$ cat config.mk
export PLATFORM = sky130hd
export DESIGN_NAME = dashed_line_rasterizer_core
export DESIGN_NICKNAME = d
export VERILOG_FILES = /design/src/hdl/dlr_pkg.sv /design/src/hdl/dashed_line_rasterizer_core.sv
export VERILOG_INCLUDE_DIRS = /design/src /design/src/hdl
export SDC_FILE = /design/constraint.sdc
export NUM_CORES = 1
export LEC_CHECK = 0
export BUFFER_PORTS_ARGS = -buffer_cell sky130_fd_sc_hd__buf_2
export CELL_PAD_IN_SITES_DETAIL_PLACEMENT = 0
export CELL_PAD_IN_SITES_GLOBAL_PLACEMENT = 2
export CORE_ASPECT_RATIO = 0.8
export CORE_MARGIN = 1.5
export CORE_UTILIZATION = 38
export CTS_CLUSTER_SIZE = 30
export DETAILED_ROUTE_END_ITERATION = 10
export PLACE_DENSITY = 0.85
export SYNTH_ARGS = -nofsm -noshare
export SYNTH_HDL_FRONTEND = slang
export SYNTH_SLANG_ARGS = --single-unit
$ cat constraint.sdc
create_clock -name clk_i -period 7.1 [get_ports clk_i]
set_input_delay 1.42 -clock clk_i [delete_from_list [all_inputs] [get_ports clk_i]]
set_output_delay 1.42 -clock clk_i [all_outputs]
set_load 0.01 [all_outputs]
$ cat src/hdl/dashed_line_rasterizer_core_defines.svh
// ----------------------------------------------------------------------------
// Dashed line rasterizer: shared assertion macros
// Concurrent assertion helpers clocked on clk_i and disabled while rst_ni
// is low.
// ----------------------------------------------------------------------------
`ifndef DASHED_LINE_RASTERIZER_CORE_DEFINES_SVH
`define DASHED_LINE_RASTERIZER_CORE_DEFINES_SVH

// Checks that a condition holds at every clock edge.
`define DLR_ASSERT(lbl, cond, msg) \
  lbl: assert property (@(posedge clk_i) disable iff (!rst_ni) (cond)) else $error(msg);

// Checks that a consequent holds in the cycle after an antecedent.
`define DLR_ASSERT_NEXT(lbl, ante, cons, msg) \
  lbl: assert property (@(posedge clk_i) disable iff (!rst_ni) (ante) |=> (cons)) \
    else $error(msg);

`endif

$ cat src/hdl/dlr_pkg.sv
// ----------------------------------------------------------------------------
// Dashed line rasterizer package
// Item types, field widths, codes and frame defaults shared by the core.
// ----------------------------------------------------------------------------
`timescale 1ns / 1ps
`default_nettype none

package dlr_pkg;

  // Field widths.
  localparam int CoordW = 9;
  localparam int IndexW = 17;
  localparam int ErrW   = 12;
  localparam int DashW  = 8;
  localparam int LevelW = 8;

  // Default frame size.
  localparam int FrameWidth  = 400;
  localparam int FrameHeight = 240;

  // Level written for a white pixel.
  localparam logic [LevelW-1:0] LevelOn = 8'd255;

  // Item modes.
  localparam logic ModeLoad = 1'b0;
  localparam logic ModeStep = 1'b1;

  // Input item.
  typedef struct packed {
    logic              mode;
    logic [CoordW-1:0] start_x;
    logic [CoordW-1:0] start_y;
    logic [CoordW-1:0] end_x;
    logic [CoordW-1:0] end_y;
    logic [DashW-1:0]  dash_period;
    logic              pixel_on;
  } in_item_t;

  // Result item.
  typedef struct packed {
    logic [CoordW-1:0] point_x;
    logic [CoordW-1:0] point_y;
    logic [IndexW-1:0] pixel_index;
    logic [LevelW-1:0] level;
    logic              write;
    logic              done_res;
  } out_item_t;

endpackage

`default_nettype wire

$ cat src/hdl/dashed_line_rasterizer_core.sv
// ----------------------------------------------------------------------------
// Dashed line rasterizer core
// Bresenham line stepper with a dash period, one point per item.
// ----------------------------------------------------------------------------
// Usage:
//   An item on the input channel (in_valid_i / in_ready_o / in_item_i) either
//   loads a new line (mode load: endpoints, dash period, pixel value) and
//   visits its start point, or advances the loaded line by one step.
//   Every accepted item gives exactly one result on the output channel
//   (out_valid_o / out_ready_i / out_item_o): the visited point, its frame
//   index, the level and the write and done flags.
//   The result is registered: it is valid in the cycle after acceptance.
//   Throughput is one item per cycle while the receiver takes each result;
//   the line state update and the frame index multiply sit between the line
//   state registers and the result register.
//   When the receiver stalls, the result register holds its item and
//   in_ready_o drops until the result is taken; no item is lost.
//   Reset clears the line state (no line loaded, dash length one) and empties
//   the result register. A step with no line loaded reports done and no write.
// ----------------------------------------------------------------------------
`timescale 1ns / 1ps
`default_nettype none

`include "dashed_line_rasterizer_core_defines.svh"

module dashed_line_rasterizer_core #(
  parameter int FRAME_WIDTH  = dlr_pkg::FrameWidth,
  parameter int FRAME_HEIGHT = dlr_pkg::FrameHeight
) (
  input  wire logic               clk_i,
  input  wire logic               rst_ni,
  input  wire logic               in_valid_i,
  output logic                    in_ready_o,
  input  wire dlr_pkg::in_item_t  in_item_i,
  output logic                    out_valid_o,
  input  wire logic               out_ready_i,
  output dlr_pkg::out_item_t      out_item_o
);

  localparam int CW = dlr_pkg::CoordW;
  localparam int EW = dlr_pkg::ErrW;
  localparam int DW = dlr_pkg::DashW;
  localparam int XW = EW + 2;
  localparam int DimW = CW + 1;
  localparam int ProdW = CW + DimW;
  localparam logic [DimW-1:0] FrameWLim = DimW'(FRAME_WIDTH);
  localparam logic [DimW-1:0] FrameHLim = DimW'(FRAME_HEIGHT);
  localparam logic [ProdW:0]  FrameArea = (ProdW + 1)'(FRAME_WIDTH * FRAME_HEIGHT);

  // Line state.
  logic [CW-1:0] cur_x_q, cur_x_d, cur_y_q, cur_y_d;
  logic [CW-1:0] goal_x_q, goal_x_d, goal_y_q, goal_y_d;
  logic [CW-1:0] span_x_q, span_x_d, span_y_q, span_y_d;
  logic          step_x_neg_q, step_x_neg_d, step_y_neg_q, step_y_neg_d;
  logic [EW-1:0] err_q, err_d;
  logic [DW-1:0] dash_count_q, dash_count_d, dash_len_q, dash_len_d;
  logic          held_value_q, held_value_d, line_active_q, line_active_d;

  // Result register.
  logic               out_valid_q;
  dlr_pkg::out_item_t out_item_q, out_item_d;

  logic in_fire;
  logic is_load;
  logic at_end, in_frame, draw;
  logic [DW-1:0] dash_base;
  logic [DW:0]   dash_inc;
  logic signed [XW-1:0] err_ext, e2, dx_s, dy_s, err_sum;
  logic move_x, move_y;
  logic [ProdW-1:0] index_full;

  // Accept whenever the result register is free or being emptied.
  assign in_ready_o = !out_valid_q || out_ready_i;
  assign in_fire    = in_valid_i && in_ready_o;
  assign is_load    = (in_item_i.mode == dlr_pkg::ModeLoad);

  // Bresenham step decisions on the held error term.
  assign err_ext = XW'($signed(err_q));
  assign e2      = err_ext <<< 1;
  assign dx_s    = $signed({{(XW-CW){1'b0}}, span_x_q});
  assign dy_s    = -$signed({{(XW-CW){1'b0}}, span_y_q});
  assign move_x  = (e2 >= dy_s);
  assign move_y  = (e2 <= dx_s);
  assign err_sum = err_ext + (move_x ? dy_s : '0) + (move_y ? dx_s : '0);

  // Next line state for the visited point.
  always_comb begin
    cur_x_d      = cur_x_q;
    cur_y_d      = cur_y_q;
    goal_x_d     = goal_x_q;
    goal_y_d     = goal_y_q;
    span_x_d     = span_x_q;
    span_y_d     = span_y_q;
    step_x_neg_d = step_x_neg_q;
    step_y_neg_d = step_y_neg_q;
    err_d        = err_q;
    dash_len_d   = dash_len_q;
    held_value_d = held_value_q;
    dash_base    = dash_count_q;
    if (is_load) begin
      cur_x_d      = in_item_i.start_x;
      cur_y_d      = in_item_i.start_y;
      goal_x_d     = in_item_i.end_x;
      goal_y_d     = in_item_i.end_y;
      step_x_neg_d = !(in_item_i.start_x < in_item_i.end_x);
      step_y_neg_d = !(in_item_i.start_y < in_item_i.end_y);
      span_x_d     = step_x_neg_d ? in_item_i.start_x - in_item_i.end_x
                                  : in_item_i.end_x - in_item_i.start_x;
      span_y_d     = step_y_neg_d ? in_item_i.start_y - in_item_i.end_y
                                  : in_item_i.end_y - in_item_i.start_y;
      err_d        = {{(EW-CW){1'b0}}, span_x_d} - {{(EW-CW){1'b0}}, span_y_d};
      dash_len_d   = (in_item_i.dash_period == '0) ? DW'(1) : in_item_i.dash_period;
      held_value_d = in_item_i.pixel_on;
      dash_base    = '0;
    end else if (line_active_q) begin
      if (move_x) begin
        cur_x_d = step_x_neg_q ? cur_x_q - CW'(1) : cur_x_q + CW'(1);
      end
      if (move_y) begin
        cur_y_d = step_y_neg_q ? cur_y_q - CW'(1) : cur_y_q + CW'(1);
      end
      err_d = err_sum[EW-1:0];
    end
  end

  // Visit: dash counter, endpoint test and frame test on the new point.
  assign at_end   = (cur_x_d == goal_x_d) && (cur_y_d == goal_y_d);
  assign in_frame = ({1'b0, cur_x_d} < FrameWLim) && ({1'b0, cur_y_d} < FrameHLim);
  assign dash_inc = {1'b0, dash_base} + (DW + 1)'(1);
  assign index_full = ProdW'(cur_y_d) * ProdW'(FrameWLim) + ProdW'(cur_x_d);

  always_comb begin
    dash_count_d  = dash_count_q;
    line_active_d = line_active_q;
    draw          = 1'b0;
    if (is_load || line_active_q) begin
      draw          = (dash_base == '0) && in_frame;
      dash_count_d  = (dash_inc == {1'b0, dash_len_d}) ? '0 : dash_inc[DW-1:0];
      line_active_d = !at_end;
    end
  end

  // Result item for the visited point.
  always_comb begin
    out_item_d.point_x     = cur_x_d;
    out_item_d.point_y     = cur_y_d;
    out_item_d.pixel_index = in_frame ? index_full[dlr_pkg::IndexW-1:0] : '0;
    out_item_d.level       = held_value_d ? dlr_pkg::LevelOn : '0;
    out_item_d.write       = draw;
    out_item_d.done_res    = (is_load || line_active_q) ? at_end : 1'b1;
  end

  // Line state registers.
  always_ff @(posedge clk_i or negedge rst_ni) begin
    if (!rst_ni) begin
      cur_x_q       <= '0;
      cur_y_q       <= '0;
      goal_x_q      <= '0;
      goal_y_q      <= '0;
      span_x_q      <= '0;
      span_y_q      <= '0;
      step_x_neg_q  <= 1'b0;
      step_y_neg_q  <= 1'b0;
      err_q         <= '0;
      dash_count_q  <= '0;
      dash_len_q    <= DW'(1);
      held_value_q  <= 1'b0;
      line_active_q <= 1'b0;
    end else if (in_fire) begin
      cur_x_q       <= cur_x_d;
      cur_y_q       <= cur_y_d;
      goal_x_q      <= goal_x_d;
      goal_y_q      <= goal_y_d;
      span_x_q      <= span_x_d;
      span_y_q      <= span_y_d;
      step_x_neg_q  <= step_x_neg_d;
      step_y_neg_q  <= step_y_neg_d;
      err_q         <= err_d;
      dash_count_q  <= dash_count_d;
      dash_len_q    <= dash_len_d;
      held_value_q  <= held_value_d;
      line_active_q <= line_active_d;
    end
  end

  // Result valid flag.
  always_ff @(posedge clk_i or negedge rst_ni) begin
    if (!rst_ni) begin
      out_valid_q <= 1'b0;
    end else if (in_ready_o) begin
      out_valid_q <= in_valid_i;
    end
  end

  // Result payload.
  always_ff @(posedge clk_i) begin
    if (in_fire) begin
      out_item_q <= out_item_d;
    end
  end

  assign out_valid_o = out_valid_q;
  assign out_item_o  = out_item_q;

  // Assertions.
  `DLR_ASSERT(a_dash_in_range, dash_count_q < dash_len_q,
    "dash counter reached the dash length")
  `DLR_ASSERT(a_idle_at_goal, line_active_q || (cur_x_q == goal_x_q && cur_y_q == goal_y_q),
    "no line active but current point is not the goal")
  `DLR_ASSERT_NEXT(a_step_after_done,
    in_fire && !line_active_q && in_item_i.mode == dlr_pkg::ModeStep,
    out_item_o.done_res && !out_item_o.write,
    "step with no active line must report done without a write")
  `DLR_ASSERT(a_write_in_frame,
    !(out_valid_o && out_item_o.write) || ({{(ProdW + 1 - dlr_pkg::IndexW){1'b0}},
      out_item_o.pixel_index} < FrameArea),
    "written pixel index lies outside the frame")

endmodule

`default_nettype wire
==> out/metrics.cfg <==
[status]
status = complete, no violations

[drt]
vias_per_cell = 5.24
vias = 8637
wl_per_cell_um = 18.0
dr.pass1.iters = 5
wl_um = 29600
ant_nets = 0
drc = 0
drt_iter0_drc = 555

[clocking]
post_cts_buffers = 0
worstSkewPairLatency_ns = 0.43
cts_hold_buf = 0
cts-root-buf = clkbuf_16
htree_levels = 4
cts.path.max_buffers = 2
post_cts_resized = 0
clkTransAtPathRegs_ns = 0.06
cts.sinks = 125
cts_buffers = 17
cts_tree = yes

[yosys]
syn_area_mm2 = 0.0107
synthFlopType = dfrtp_1
ys_seq_elements = 125
synth.distinct_cells = 79
seq_area_frac_synth_pct = 30.9
yosysTopAreaCell = dfrtp_1
synth_most_common_cell = nand2_1
synthTopCellsByCount = 159 x nand2_1, 127 x ha_1, 93 x o21ai_0, 90 x inv_1, 86 x dfrtp_1
synth_top_cell_area_share_pct = 20.0
syn_nets = 1387
yosys-top-cells-area = dfrtp_1 20%, ha_1 15%, edfxtp_1 11%
ys_async_sr_fraction_pct = 69.6
synth_edf_count = 38
synthCells = 1188
ys_warn_count = 0
syn_area_per_cell_um2 = 9.04

[setup_path]
crit_top_cell = ha_1
cp-start-kind = flop
cp_slowest_cell = a21oi_1
r2r-start = err_q[7]$_DFFE_PN0P_
crit_cells = 21
required_ns = 7.26
rrSetupSlack_ns = 0.91
path_max_fanout = 12
startpoint = err_q[7]$_DFFE_PN0P_
worst-endpoint-arrival_ns = 6.35
r2r_cells = 21
crit_chain = ha_1 -> and4_1 -> nor3b_1 -> a22o_1 -> a21oi_2 -> mux2i_1 -> a21oi_1 -> ha_1 -> ha_1 -> ha_1 -> ha_1 -> a21o_1 -> a21oi_1 -> o21bai_1 -> a21oi_1 -> xnor2_1 -> and2_1 -> nand3_1 -> nor2_1 -> xnor2_1 -> nor2_1
cp_top_family = compound AO/OA/AOI/OAI gates
timing.rr.end = out_item_o[26]$_SDFFCE_PN0P_
crit_path_end_kind = flop
crit_buf_inv = 0
path_class = flop to flop
critPathMaxStageDelay_ns = 0.74

[timing]
setup_viol = 0
worst_pin_slew_ns = 0.972
finalHoldViolations = 0
drv_slew = 0
fmax_mhz = 161
fin_hold_ws_ns = 0.477
fin_skew_ns = 0.00616
rsz0062_at_grt = no
period_needed_ns = 6.19
max-slew-margin-rel_pct = 35.0
finalSetupTns_ns = 0
period_share_pct = 87.2

[cells_and_area]
final_core_utilization_pct = 43.9
drive_above_1_share_pct = 14.6
antenna_cells = 0
area_delta_synth_final_pct = 12.5
fin_nets = 1471
final_cells = 1649
fill_cells = 2704

[min_path]
hp-start = goal_x_q[3]$_DFFE_PN0P_
hp-class = flop to flop
hold-path-cell-count = 2
whs_endpoint = goal_x_q[3]$_DFFE_PN0P_

[placement]
dp.cells = 1617
gp_congestion = 0.881
port_buffers = 96
dp_hpwl_um = 23000

[global_route]
track_usage_pct = 20.9
grt_antenna_before_repair = 1
gr-total-overflow = 0
grt_pass1_wl_um = 47200
grt_max_degree = 72
grt_pass1_vias = 8472

[power]
p_leak_nw = 5.71
ir_drop_mv = 0.288
power_density_mw_per_mm2 = 475

[die]
die_area_mm2 = 0.0293
initial_core_util_pct = 39.1
row_count = 54
io_pins = 97
core-area_mm2 = 0.0275
fp.dieH_um = 153
die_x_um = 191

[job]
cap_violations = 0

how the worst max path moves through the flow:
stage | to | slack (ns)
after floorplan | out_item_o[26]$_SDFFCE_PN0P_ | 1.21
after global placement | out_item_o[26]$_SDFFCE_PN0P_ | 0.95
after detailed placement | out_item_o[26]$_SDFFCE_PN0P_ | 0.92
after CTS | out_item_o[26]$_SDFFCE_PN0P_ | 0.90
after global routing | out_item_o[26]$_SDFFCE_PN0P_ | 0.48
final | out_item_o[26]$_SDFFCE_PN0P_ | 0.91
metal layers:
layer  up-vias  GRT usage, %  wire (um)
li1       4292             -          -
met1      4123          31.5      15300
met2       196          31.0      12500
met3        24          3.49       1470
met4         2          4.76        304
met5         -             0         17
worst reg2reg max path: cells and delay by family, from the launching register on:
kind | cells | cell delay [ns]
compound gates | 7 | 2.34
fa+ha+maj | 5 | 1.63
simple gates | 6 | 0.92
flops | 1 | 0.47
xor+xnor | 2 | 0.32
mux | 1 | 0.24
flip-flops by register name, indices dropped and copies added, names as in the netlist:
signal,cells
cur_x_q,9
cur_y_q,9
dash_count_q,8
dash_len_q,8
err_q,12
goal_x_q,9
goal_y_q,9
held_value_q,1
line_active_q,1
out_item_o,38
out_valid_o,1
span_x_q,9
span_y_q,9
step_x_neg_q,1
step_y_neg_q,1
cell families after synthesis:
family / Yosys count / synth area share [%]
compound gates: 281 / 16.9
xor+xnor: 102 / 8.44
fa+ha+maj: 149 / 18.9
buf+inv: 135 / 5.55
flops: 125 / 30.9
mux: 51 / 4.98
simple gates: 345 / 14.4
cells in the final DEF, fill, tap and decap left out, types with 20 or more instances in the layout:
| master | netlist | layout |
|---|---|---|
| ha_1 | 127 | 127 |
| dfrtp_1 | 86 | 86 |
| nor2_1 | 81 | 80 |
| o21ai_0 | 93 | 93 |
| xnor2_1 | 70 | 70 |
| edfxtp_1 | 38 | 38 |
| a21oi_1 | 71 | 71 |
| inv_1 | 90 | 90 |
| nand3_1 | 24 | 24 |
| fa_1 | 22 | 22 |
| nand2_1 | 159 | 158 |
| mux2_2 | 20 | 20 |
| mux2i_1 | 31 | 31 |
| xor2_1 | 31 | 31 |
| buf_2 | 4 | 94 |
final cells by class:
cell class              count  area [um2]  share of cell area [%]
clock buffers              20         437                    3.61
flip-flops and latches    125        3320                    27.5
repair buffers            107         568                    4.70
well taps                 364         455                    3.77
inverters                  93         349                    2.89
clock inverters            12         123                    1.01
multi-input cells         928        6830                    56.5
power breakdown:
group          leakage (nW)  switching [mW]  internal (mW)  total, mW
Sequential             1.44           0.177          0.991       1.17
Clock                 0.263           0.342          0.512      0.854
Combinational          4.01            2.09           1.62       3.72
Total                  5.71            2.61           3.13       5.74
through the flow:
step | setup slack [ns] | instance area, um2 | power [mW]
5_1_grt | 0.480 | 12100 | 6.32
3_5_place_dp | 0.916 | 11500 | 4.88
3_3_place_gp | 0.948 | 11500 | 4.85
6_report | 0.906 | 12100 | 5.74
4_1_cts | 0.898 | 12100 | 5.78
2_1_floorplan | 1.21 | 10700 | 4.04
Power figures use the tool's default switching activity.
